## src/rtl/cst_pkg.sv

```systemverilog
// ----------------------------------------------------------------------------
// cst_pkg
// Shared types and constants of the csv stream tokenizer.
// ----------------------------------------------------------------------------
package cst_pkg;

  localparam int unsigned MAXRES  = 5;
  localparam logic [9:0]  COL_MAX = 10'd1023;

  // input word modes
  typedef enum logic [1:0] {
    MODE_BYTE    = 2'd0,
    MODE_END     = 2'd1,
    MODE_RESTART = 2'd2
  } mode_e;

  // configuration register indexes
  typedef enum logic [1:0] {
    CFG_DELIM      = 2'd0,
    CFG_READ_TITLE = 2'd1,
    CFG_SKIP_EMPTY = 2'd2
  } cfg_e;

  typedef enum logic [3:0] {
    EV_ROW_BEGIN    = 4'd0,
    EV_FIELD_BEGIN  = 4'd1,
    EV_FIELD_CHAR   = 4'd2,
    EV_FIELD_NULL   = 4'd3,
    EV_FIELD_VALUE  = 4'd4,
    EV_FIELD_ABSENT = 4'd5,
    EV_ROW_END      = 4'd6,
    EV_TITLE_CHAR   = 4'd7,
    EV_TITLE_END    = 4'd8,
    EV_QUOTE_PREFIX = 4'd9,
    EV_ERROR        = 4'd10
  } event_e;

  typedef enum logic [1:0] {
    ERR_NONE  = 2'd0,
    ERR_COLS  = 2'd1,
    ERR_TITLE = 2'd2,
    ERR_AUTO  = 2'd3
  } err_e;

  localparam logic [7:0] CH_LF      = 8'h0A;
  localparam logic [7:0] CH_CR      = 8'h0D;
  localparam logic [7:0] CH_SQ      = 8'h27;
  localparam logic [7:0] CH_DQ      = 8'h22;
  localparam logic [7:0] CH_US      = 8'h5F;
  localparam logic [7:0] CH_SP      = 8'h20;
  localparam logic [7:0] DELIM_AUTO = 8'h00;
  localparam logic [7:0] DELIM_RST  = 8'h2C;

  typedef struct packed {
    logic [1:0] mode;
    logic [7:0] text_byte;
  } in_t;

  typedef struct packed {
    event_e      event_kind;
    logic [9:0]  column_index;
    logic [7:0]  char_out;
    logic [31:0] line_count;
    err_e        error_code;
    logic        last_of_run;
  } out_t;

endpackage

```

## src/rtl/csv_stream_tokenizer.sv

```systemverilog
// ----------------------------------------------------------------------------
// csv_stream_tokenizer
// Byte-wise CSV parser producing row, field, title and error words.
// ----------------------------------------------------------------------------
// One input word is parsed per cycle while in_ready_o is high, in a single
// combinational pass over the parser state and the word; the up to four result
// words it causes are loaded into a five-entry burst register that drains one
// word per cycle while out_ready_i is high. Most bytes give one word and stream
// at one per cycle when the output does not stall, a new input being taken in
// the cycle the last word of the previous burst is taken. Delimiter and title
// writes take effect at the next restart word; skip-empty is used directly.
module csv_stream_tokenizer
  import cst_pkg::*;
#(
  parameter int unsigned MAX_COLUMNS = 1024
) (
  input  logic       clk_i,
  input  logic       rst_ni,
  input  logic       in_valid_i,
  output logic       in_ready_o,
  input  in_t        in_data_i,
  output logic       out_valid_o,
  input  logic       out_ready_i,
  output out_t       out_data_o,
  input  logic       cfg_we_i,
  input  logic [1:0] cfg_idx_i,
  input  logic [7:0] cfg_wdata_i
);

  localparam int unsigned CW = $clog2(MAX_COLUMNS);
  localparam int unsigned TW = $clog2(MAX_COLUMNS + 1);

  typedef enum logic [3:0] {
    ST_DETECT, ST_DETECT_Q, ST_DETECT_P, ST_TITLE, ST_QTITLE, ST_QTITLEP,
    ST_CR, ST_ROWSTART, ST_DATASTART, ST_DATA0, ST_DATA, ST_QDATA, ST_QDATA_END
  } state_e;

  typedef struct packed {
    event_e     kind;
    logic [9:0] col;
    logic [7:0] ch;
  } ev_t;

  function automatic logic [9:0] clamp_col(input logic [TW-1:0] v);
    logic [16:0] w;
    w = 17'(v);
    return (w > 17'(COL_MAX)) ? COL_MAX : w[9:0];
  endfunction

  function automatic ev_t mk_ev(input event_e k, input logic [9:0] col,
                                input logic [7:0] ch);
    ev_t e;
    e.kind = k;
    e.col  = col;
    e.ch   = ch;
    return e;
  endfunction

  function automatic logic is_nl(input logic [7:0] c);
    return (c == CH_LF) || (c == CH_CR);
  endfunction

  function automatic logic is_quote(input logic [7:0] c);
    return (c == CH_SQ) || (c == CH_DQ);
  endfunction

  function automatic logic is_word(input logic [7:0] c);
    return (c inside {[8'h30:8'h39], [8'h41:8'h5A], [8'h61:8'h7A]}) ||
           (c == CH_US) || (c == CH_SP);
  endfunction

  // configuration
  logic [7:0] delim_q;
  logic       title_q, skip_q;

  // parser state
  state_e      st_q, st_d;
  logic [7:0]  adel_q, adel_d, oq_q, oq_d;
  logic [CW-1:0] cur_q, cur_d;
  logic [TW-1:0] expc_q, expc_d, tcnt_q, tcnt_d;
  logic [31:0] nlc_q, nlc_d;
  logic        vne_q, vne_d, tne_q, tne_d, errl_q, errl_d;

  // burst register
  ev_t        ev_q [MAXRES];
  ev_t        evs  [MAXRES];
  logic [2:0] cnt_q, idx_q, k;
  logic [31:0] lc_q;
  err_e       errc_q, errc_d;

  logic [7:0]    c;
  logic [TW-1:0] ncols;
  logic          close_req, do_rs, do_ds, do_dt, ok;
  logic          in_acc, out_acc;

  assign in_ready_o  = (cnt_q == 3'd0) || ((cnt_q == 3'd1) && out_ready_i);
  assign in_acc      = in_valid_i && in_ready_o;
  assign out_valid_o = (cnt_q != 3'd0);
  assign out_acc     = out_valid_o && out_ready_i;
  assign c           = in_data_i.text_byte;

  always_comb begin
    st_d = st_q; adel_d = adel_q; oq_d = oq_q; cur_d = cur_q;
    expc_d = expc_q; tcnt_d = tcnt_q; nlc_d = nlc_q;
    vne_d = vne_q; tne_d = tne_q; errl_d = errl_q;
    errc_d = ERR_NONE;
    k = 3'd0;
    close_req = 1'b0; do_rs = 1'b0; do_ds = 1'b0; do_dt = 1'b0;
    ok = 1'b1; ncols = '0;
    for (int i = 0; i < MAXRES; i++) evs[i] = mk_ev(EV_ROW_BEGIN, '0, '0);

    if (in_data_i.mode == MODE_RESTART) begin
      if (title_q) begin
        st_d = (delim_q == DELIM_AUTO) ? ST_DETECT : ST_TITLE;
      end else begin
        st_d = ST_ROWSTART;
      end
      adel_d = delim_q; oq_d = '0; cur_d = '0; expc_d = '0;
      tcnt_d = TW'(1); nlc_d = '0; vne_d = 1'b0; tne_d = 1'b0; errl_d = 1'b0;
      if ((delim_q == DELIM_AUTO) && !title_q) begin
        evs[k] = mk_ev(EV_ERROR, '0, '0); k = k + 3'd1;
        errl_d = 1'b1; errc_d = ERR_AUTO;
      end
    end else if ((in_data_i.mode == MODE_BYTE) && !errl_q) begin
      if ((c == CH_LF) && (nlc_d != '1)) nlc_d = nlc_d + 32'd1;
      case (st_q)
        ST_DETECT, ST_DETECT_P: begin
          if (st_q == ST_DETECT && is_word(c)) begin
            evs[k] = mk_ev(EV_TITLE_CHAR, clamp_col(tcnt_d - TW'(1)), c);
            k = k + 3'd1; tne_d = 1'b1;
          end else if (st_q == ST_DETECT_P && (is_word(c) || is_quote(c))) begin
            evs[k] = mk_ev(EV_ERROR, clamp_col(TW'(cur_d)), '0); k = k + 3'd1;
            errl_d = 1'b1; errc_d = ERR_TITLE;
          end else if (is_nl(c)) begin
            evs[k] = mk_ev(EV_TITLE_END, clamp_col(tcnt_d - TW'(1)), '0);
            k = k + 3'd1; tne_d = 1'b0;
            expc_d = TW'(1);
            st_d = (c == CH_CR) ? ST_CR : ST_ROWSTART;
          end else if (st_q == ST_DETECT && is_quote(c)) begin
            oq_d = c; st_d = ST_DETECT_Q;
          end else begin
            adel_d = c;
            evs[k] = mk_ev(EV_TITLE_END, clamp_col(tcnt_d - TW'(1)), '0);
            k = k + 3'd1; tne_d = 1'b0;
            if (tcnt_d < TW'(MAX_COLUMNS)) tcnt_d = tcnt_d + TW'(1);
            st_d = ST_TITLE;
          end
        end
        ST_DETECT_Q, ST_QTITLE: begin
          if (c == oq_d) begin
            st_d = (st_q == ST_DETECT_Q) ? ST_DETECT_P : ST_QTITLEP;
          end else begin
            evs[k] = mk_ev(EV_TITLE_CHAR, clamp_col(tcnt_d - TW'(1)), c);
            k = k + 3'd1; tne_d = 1'b1;
          end
        end
        ST_TITLE, ST_QTITLEP: begin
          if (is_nl(c)) begin
            evs[k] = mk_ev(EV_TITLE_END, clamp_col(tcnt_d - TW'(1)), '0);
            k = k + 3'd1; tne_d = 1'b0;
            expc_d = tcnt_d;
            st_d = (c == CH_CR) ? ST_CR : ST_ROWSTART;
          end else if (c == adel_d) begin
            evs[k] = mk_ev(EV_TITLE_END, clamp_col(tcnt_d - TW'(1)), '0);
            k = k + 3'd1; tne_d = 1'b0;
            if (tcnt_d < TW'(MAX_COLUMNS)) tcnt_d = tcnt_d + TW'(1);
            st_d = ST_TITLE;
          end else if ((st_q == ST_QTITLEP) || (is_quote(c) && tne_d)) begin
            evs[k] = mk_ev(EV_ERROR, clamp_col(TW'(cur_d)), '0); k = k + 3'd1;
            errl_d = 1'b1; errc_d = ERR_TITLE;
          end else if (is_quote(c)) begin
            oq_d = c; st_d = ST_QTITLE;
          end else begin
            evs[k] = mk_ev(EV_TITLE_CHAR, clamp_col(tcnt_d - TW'(1)), c);
            k = k + 3'd1; tne_d = 1'b1;
          end
        end
        ST_CR: begin
          st_d = ST_ROWSTART;
          if (c != CH_LF) do_rs = 1'b1;
        end
        ST_ROWSTART:  do_rs = 1'b1;
        ST_DATASTART: do_ds = 1'b1;
        ST_DATA0: begin
          if (is_quote(c)) begin
            oq_d = c; vne_d = 1'b0; st_d = ST_QDATA;
          end else begin
            st_d = ST_DATA; do_dt = 1'b1;
          end
        end
        ST_DATA: do_dt = 1'b1;
        ST_QDATA: begin
          if (c == oq_d) begin
            st_d = ST_QDATA_END;
          end else begin
            evs[k] = mk_ev(EV_FIELD_CHAR, clamp_col(TW'(cur_d)), c);
            k = k + 3'd1; vne_d = 1'b1;
          end
        end
        ST_QDATA_END: begin
          if (c == oq_d) begin
            evs[k] = mk_ev(EV_FIELD_CHAR, clamp_col(TW'(cur_d)), c);
            k = k + 3'd1; vne_d = 1'b1;
            st_d = ST_QDATA;
          end else if (is_nl(c) || (c == adel_d)) begin
            evs[k] = mk_ev(vne_d ? EV_FIELD_VALUE : EV_FIELD_NULL,
                           clamp_col(TW'(cur_d)), '0);
            k = k + 3'd1; vne_d = 1'b0;
            if (is_nl(c)) begin
              close_req = 1'b1;
            end else begin
              if (cur_d < CW'(MAX_COLUMNS - 1)) cur_d = cur_d + CW'(1);
              evs[k] = mk_ev(EV_FIELD_BEGIN, clamp_col(TW'(cur_d)), '0);
              k = k + 3'd1; st_d = ST_DATA0;
            end
          end else begin
            evs[k] = mk_ev(EV_QUOTE_PREFIX, clamp_col(TW'(cur_d)), oq_d);
            k = k + 3'd1;
            evs[k] = mk_ev(EV_FIELD_CHAR, clamp_col(TW'(cur_d)), c);
            k = k + 3'd1; vne_d = 1'b1;
            st_d = ST_DATA;
          end
        end
        default: st_d = ST_ROWSTART;
      endcase

      // row start
      if (do_rs) begin
        cur_d = '0;
        if (skip_q && is_nl(c)) begin
          st_d = (c == CH_CR) ? ST_CR : ST_ROWSTART;
        end else begin
          evs[k] = mk_ev(EV_ROW_BEGIN, '0, '0); k = k + 3'd1;
          do_ds = 1'b1;
        end
      end

      // field start
      if (do_ds) begin
        st_d = ST_DATASTART;
        evs[k] = mk_ev(EV_FIELD_BEGIN, clamp_col(TW'(cur_d)), '0); k = k + 3'd1;
        if (is_nl(c)) begin
          evs[k] = mk_ev(EV_FIELD_ABSENT, clamp_col(TW'(cur_d)), '0);
          k = k + 3'd1; close_req = 1'b1;
        end else if (is_quote(c)) begin
          oq_d = c; vne_d = 1'b0; st_d = ST_QDATA;
        end else if (c == adel_d) begin
          evs[k] = mk_ev(EV_FIELD_ABSENT, clamp_col(TW'(cur_d)), '0);
          k = k + 3'd1;
          if (cur_d < CW'(MAX_COLUMNS - 1)) cur_d = cur_d + CW'(1);
        end else begin
          evs[k] = mk_ev(EV_FIELD_CHAR, clamp_col(TW'(cur_d)), c);
          k = k + 3'd1; vne_d = 1'b1; st_d = ST_DATA;
        end
      end

      // unquoted field byte
      if (do_dt) begin
        if (is_nl(c) || (c == adel_d)) begin
          evs[k] = mk_ev(vne_d ? EV_FIELD_VALUE : EV_FIELD_NULL,
                         clamp_col(TW'(cur_d)), '0);
          k = k + 3'd1; vne_d = 1'b0;
          if (is_nl(c)) begin
            close_req = 1'b1;
          end else begin
            if (cur_d < CW'(MAX_COLUMNS - 1)) cur_d = cur_d + CW'(1);
            evs[k] = mk_ev(EV_FIELD_BEGIN, clamp_col(TW'(cur_d)), '0);
            k = k + 3'd1; st_d = ST_DATA0;
          end
        end else begin
          evs[k] = mk_ev(EV_FIELD_CHAR, clamp_col(TW'(cur_d)), c);
          k = k + 3'd1; vne_d = 1'b1;
        end
      end

      // row close with column check
      if (close_req) begin
        ncols = TW'(cur_d) + TW'(1);
        if (expc_d == '0) begin
          expc_d = ncols;
        end else begin
          ok = (ncols == expc_d);
        end
        if (!ok) begin
          evs[k] = mk_ev(EV_ERROR, clamp_col(TW'(cur_d)), '0); k = k + 3'd1;
          errl_d = 1'b1; errc_d = ERR_COLS;
        end else begin
          evs[k] = mk_ev(EV_ROW_END, clamp_col(TW'(cur_d)), '0); k = k + 3'd1;
          st_d = (c == CH_CR) ? ST_CR : ST_ROWSTART;
        end
      end
    end else if ((in_data_i.mode == MODE_END) && !errl_q) begin
      case (st_q)
        ST_DATASTART: begin
          evs[k] = mk_ev(EV_ROW_END, clamp_col(TW'(cur_d)), '0); k = k + 3'd1;
          st_d = ST_ROWSTART;
        end
        ST_DATA0, ST_DATA, ST_QDATA, ST_QDATA_END: begin
          if (st_q == ST_QDATA_END) begin
            evs[k] = mk_ev(vne_d ? EV_FIELD_VALUE : EV_FIELD_NULL,
                           clamp_col(TW'(cur_d)), '0);
            k = k + 3'd1; vne_d = 1'b0;
          end
          ncols = TW'(cur_d) + TW'(1);
          if (expc_d == '0) begin
            expc_d = ncols;
          end else begin
            ok = (ncols == expc_d);
          end
          if (!ok) begin
            evs[k] = mk_ev(EV_ERROR, clamp_col(TW'(cur_d)), '0); k = k + 3'd1;
            errl_d = 1'b1; errc_d = ERR_COLS;
          end else begin
            if (st_q != ST_QDATA_END) begin
              evs[k] = mk_ev(vne_d ? EV_FIELD_VALUE : EV_FIELD_NULL,
                             clamp_col(TW'(cur_d)), '0);
              k = k + 3'd1; vne_d = 1'b0;
            end
            evs[k] = mk_ev(EV_ROW_END, clamp_col(TW'(cur_d)), '0); k = k + 3'd1;
            st_d = ST_ROWSTART;
          end
        end
        default: ;
      endcase
    end
  end

  always_ff @(posedge clk_i or negedge rst_ni) begin
    if (!rst_ni) begin
      delim_q <= DELIM_RST;
      title_q <= 1'b1;
      skip_q  <= 1'b0;
      st_q    <= ST_TITLE;
      adel_q  <= DELIM_RST;
      oq_q    <= '0;
      cur_q   <= '0;
      expc_q  <= '0;
      tcnt_q  <= TW'(1);
      nlc_q   <= '0;
      vne_q   <= 1'b0;
      tne_q   <= 1'b0;
      errl_q  <= 1'b0;
      for (int i = 0; i < MAXRES; i++) ev_q[i] <= mk_ev(EV_ROW_BEGIN, '0, '0);
      cnt_q   <= '0;
      idx_q   <= '0;
      lc_q    <= '0;
      errc_q  <= ERR_NONE;
    end else begin
      if (cfg_we_i) begin
        case (cfg_idx_i)
          CFG_DELIM:      delim_q <= cfg_wdata_i;
          CFG_READ_TITLE: title_q <= cfg_wdata_i[0];
          CFG_SKIP_EMPTY: skip_q  <= cfg_wdata_i[0];
          default: ;
        endcase
      end
      if (in_acc) begin
        st_q   <= st_d;
        adel_q <= adel_d;
        oq_q   <= oq_d;
        cur_q  <= cur_d;
        expc_q <= expc_d;
        tcnt_q <= tcnt_d;
        nlc_q  <= nlc_d;
        vne_q  <= vne_d;
        tne_q  <= tne_d;
        errl_q <= errl_d;
        ev_q   <= evs;
        cnt_q  <= k;
        idx_q  <= '0;
        lc_q   <= nlc_d;
        errc_q <= errc_d;
      end else if (out_acc) begin
        cnt_q <= cnt_q - 3'd1;
        idx_q <= idx_q + 3'd1;
      end
    end
  end

  always_comb begin
    out_data_o.event_kind   = ev_q[idx_q].kind;
    out_data_o.column_index = ev_q[idx_q].col;
    out_data_o.char_out     = ev_q[idx_q].ch;
    out_data_o.line_count   = lc_q;
    out_data_o.error_code   = (ev_q[idx_q].kind == EV_ERROR) ? errc_q : ERR_NONE;
    out_data_o.last_of_run  = (cnt_q == 3'd1);
  end

endmodule

```

## config.mk

```make
export PLATFORM = sky130hd
export DESIGN_NAME = csv_stream_tokenizer
export DESIGN_NICKNAME = d
export VERILOG_FILES = /design/src/rtl/cst_pkg.sv /design/src/rtl/csv_stream_tokenizer.sv
export SDC_FILE = /design/constraint.sdc
export NUM_CORES = 1
export LEC_CHECK = 0
export ABC_AREA = 1
export BUFFER_PORTS_ARGS = -buffer_cell sky130_fd_sc_hd__buf_2
export CAP_MARGIN = 20
export CORE_MARGIN = 8
export CORE_UTILIZATION = 45
export CTS_CLUSTER_DIAMETER = 200
export DETAILED_ROUTE_END_ITERATION = 10
export SLEW_MARGIN = 5
export SYNTH_ARGS = -nofsm -noshare
export SYNTH_HDL_FRONTEND = slang
export SYNTH_SLANG_ARGS = --single-unit
```

## constraint.sdc

```tcl
create_clock -name clk_i -period 4.6 [get_ports clk_i]
set_clock_uncertainty 0.1 [all_clocks]
set_input_delay 0.23 -clock clk_i [delete_from_list [all_inputs] [get_ports clk_i]]
set_output_delay 0.23 -clock clk_i [all_outputs]
set_load 0.01 [all_outputs]
```

==> results.md <==
- Max Freq: 0.1880 GHz
- Area of the mapped netlist: 0.01632 mm^2
- Synth Register Bits: 215
- Asr flop ratio synth: 1.000
- IO buf count: 83
- Top-area cell type share of the netlist area: 0.3144
- Netlist cell types: 68
- Relative slew slack: 0.2323
- Hold WC Path Type: input pin to flip-flop
- CP max stage delay: 550 ps
- Post-synthesis sequential area ratio: 0.3305
- Syn_nets: 2439
- Setup CP Type: flip-flop to flip-flop
- Largest net degree at the start of global routing: 129
- Synth area leaders: dfrtp_1, nand2_1, o21ai_0, inv_1, nor2_1
- Highest-delay cell along the critical path: dfstp_2
- Pins Over Slew Limit: 0
- Final hold violations: 0
- Tot GR Track Use: 0.3476
- Core area: 0.03566 mm^2
- TritonCTS Buffers: 26
- Fill cells: 3092
- Final HPWL DP: 55340 um
- DRT antenna net count: 0
- Most frequent CP cell: buf_4
- P_int: 7.750 mW
- Number of remaining DRC errors: 0
- Via Count: 20.34k
- Drt pass-1 iters: 6
- Post-synth EDFFs: 0
- Initial DRC count: 2051
- H-tree depth: 1
- Reg-to-Reg Start: adel_q[2]
- Die footprint: 0.04261 mm^2
- RSZ-0062 raised after global routing: yes
- Commonest non-fill, non-tap cells in the layout: buf_4, nand2_1, inv_1, o21ai_0, dfrtp_1
- Root buf cell: clkbuf_16
- Combinational Power Share: 0.681
- Run status: complete, but fails checks
- Post-Synth Simple-Gate Area: 0.2870
- Final setup vio count: 114
- Warnings from Yosys: 0
- CP startpoint kind: flip-flop
- CTS tree: yes
- Vias/cell: 5.824
- R2r endpoint: ev_q[75]
- Row cnt: 69
- Peak supply drop: 0.4405 mV
- Number of global-route vias before repair: 19.95k
- Cell taking the most area after synthesis: dfrtp_1
- Setup slack after layout: -719.7 ps
- Synthesized area per cell: 6.813 um^2
- Top_reg_cell synth: dfrtp_1
- Die Wd: 206.4 um
- Largest family of logic cells by synthesized area: simple AND/OR/NAND/NOR gates
- Switching share of total power: 0.4806
- Pleak: 11.39 nW
- I/O Pins: 84
- Data arrival time of the worst path: 5720 ps
- Fin nets: 3054
- Area grow syn2layout: 47.27%
- First-pass GRT wire length: 114600 um
- Share of power burned in registers: 0.183
- Detail-routed net length per standard cell: 21.63 um
- Compound-gate portion of the synthesized area: 0.2295
- Hold_ws: 35.96 ps
- Detailed Route WL: 75540 um
- Power Density: 620.9 mW/mm^2
- R2r worst-path depth: 40
- Worst-path clk slew: 70 ps
- Highest net fanout along the worst path: 5
- Antenna violations before repair: 1
- Flop-to-flop setup slack: -720 ps
- Xor and xnor area share after synthesis: 0.02293
- Clk sink count: 215
- Max cap viols: 0
- Mux cell area share after synthesis: 0.004831
- Maximum clock insertion buffer count: 3
- Worst setup EP type: flip-flop
- Worst EP required: 5000 ps
- Pre-CTS setup slack: -773.9 ps
- Worst Max-Slew Pin Slew: 1152 ps
- Die Span Y: 206.4 um
- Initial Util: 0.4576
- Worst Setup EP: ev_q[75]
- Final min period: 5320 ps
- Net switching power figure: 7.171 mW
- GRT overflow: 0
- Clock network power share: 0.136
- Worst setup path startpoint: adel_q[2]
- Share of cells above drive strength 1: 0.3587
- Failing checks: setup timing
- Post-Synth Adder-Cell Area: 0.01457
- Placer Congestion: 1.023
- Post-Syn Instances: 2395
- Worst-skew pair later-pin latency: 560 ps
- Commonest non-fill, non-tap cell in the layout: buf_4
- Final period util: 1.156
[area by class of cell]
type / count / area (um^2) / share of cell area
Multi-Input combinational cell: 1729 / 10540 / 0.4386
Sequential cell: 215 / 5394 / 0.2245
Timing Repair Buffer: 685 / 5318 / 0.2213
Inverter: 353 / 1365 / 0.05681
Clock buffer: 39 / 759.5 / 0.03160
Tap cell: 461 / 576.8 / 0.02400
Clock inverter: 9 / 76.32 / 0.003176
Antenna cell: 1 / 2.502 / 0.0001041
[worst max-delay path, delay by kind of cell, from the launching register on]
kind / cells / cell delay, ps
buffers and inverters: 28 / 3310
and+or+nand+nor: 8 / 640
AOI/OAI and AO/OA: 4 / 630
DFF: 1 / 550
[how the worst min path moves through the flow]
stage	slack (ps)	start	to	cells after the start
2_1_floorplan	-170	rst_ni	adel_q[0]	0
3_3_place_gp	320	rst_ni	ev_q[5]	1
3_5_place_dp	310	rst_ni	ev_q[5]	1
4_1_cts	20	in_data_i[4]	ev_q[70]	4
5_1_grt	60	in_data_i[4]	ev_q[70]	4
6_report	40	in_data_i[4]	ev_q[70]	4
[per-stage QoR]
stage	utilization	total power, mW	std cells	instance area (um^2)	TNS, ps
after global routing	0.6740	15.76	3492	24030	-69710
after CTS	0.6539	14.14	3470	23320	-8929
after floorplan	-	6.888	2395	16440	-1234
after detailed placement	0.5694	10.69	3268	20300	-58110
final	0.6740	14.92	3492	24030	-48850
after global placement	0.5694	10.62	3268	20300	-58760
[power groups by stage]
stage | registers, mW | logic (mW) | clock network, mW
after detailed placement | 2.74 | 7.95 | 0
after CTS | 2.72 | 9.38 | 2.04
after global routing | 2.77 | 10.9 | 2.11
final | 2.73 | 10.2 | 2.03
after global placement | 2.72 | 7.89 | 0
after floorplan | 2.68 | 4.21 | 0
[metal layers]
layer,up-vias,GRT usage,routed length [um]
li1,9328,-,-
met1,9708,0.4686,31690
met2,1088,0.5549,33710
met3,212,0.06473,7302
met4,0,0.1151,2831
met5,-,0,0
[cell usage after synthesis, types with 13 or more instances]
| cell type | count |
|---|---|
| nor3_1 | 35 |
| o22ai_1 | 85 |
| o21ai_1 | 20 |
| clkbuf_1 | 71 |
| nand2_1 | 479 |
| nor4_1 | 16 |
| nand2_2 | 28 |
| dfrtp_1 | 205 |
| inv_1 | 317 |
| o211ai_1 | 20 |
| o21ai_0 | 253 |
| nor2_2 | 14 |
| inv_2 | 23 |
| xor2_1 | 28 |
| nor2_1 | 212 |
| ha_1 | 19 |
| nand4_1 | 36 |
| o31ai_1 | 13 |
| a21oi_1 | 143 |
| nand3_1 | 152 |
| o32ai_1 | 19 |
[cells by family (layout without fill, tap and decap cells)]
kind of cell	Yosys count	in the layout
DFF	215	215
buffers and inverters	451	1086
muxes	7	7
and+or+nand+nor	1026	1026
adders and majority gates	19	19
xor gates and xnor gates	41	41
other	0	1
AOI/OAI and AO/OA	636	636
[timing repair]
item | CTS | global route
endpoints found under the hold margin | 137 | 0
pin swaps | 72 | 63
buffers inserted | 145 | 32
resized for setup | 250 | 123
hold buffers | 13 | 0
gates cloned | 0 | 1
setup endpoints to repair | 113 | 126
[sequential cells by signal, summed over array words and instances, names as in the netlist, 2 cells and up]
name,flops
ev_q,110
lc_q,32
expc_q,11
tcnt_q,11
cur_q,10
adel_q,8
delim_q,8
oq_q,8
st_q,4
cnt_q,3
idx_q,3
errc_q,2
No activity file was read; power rests on OpenSTA's default activity.
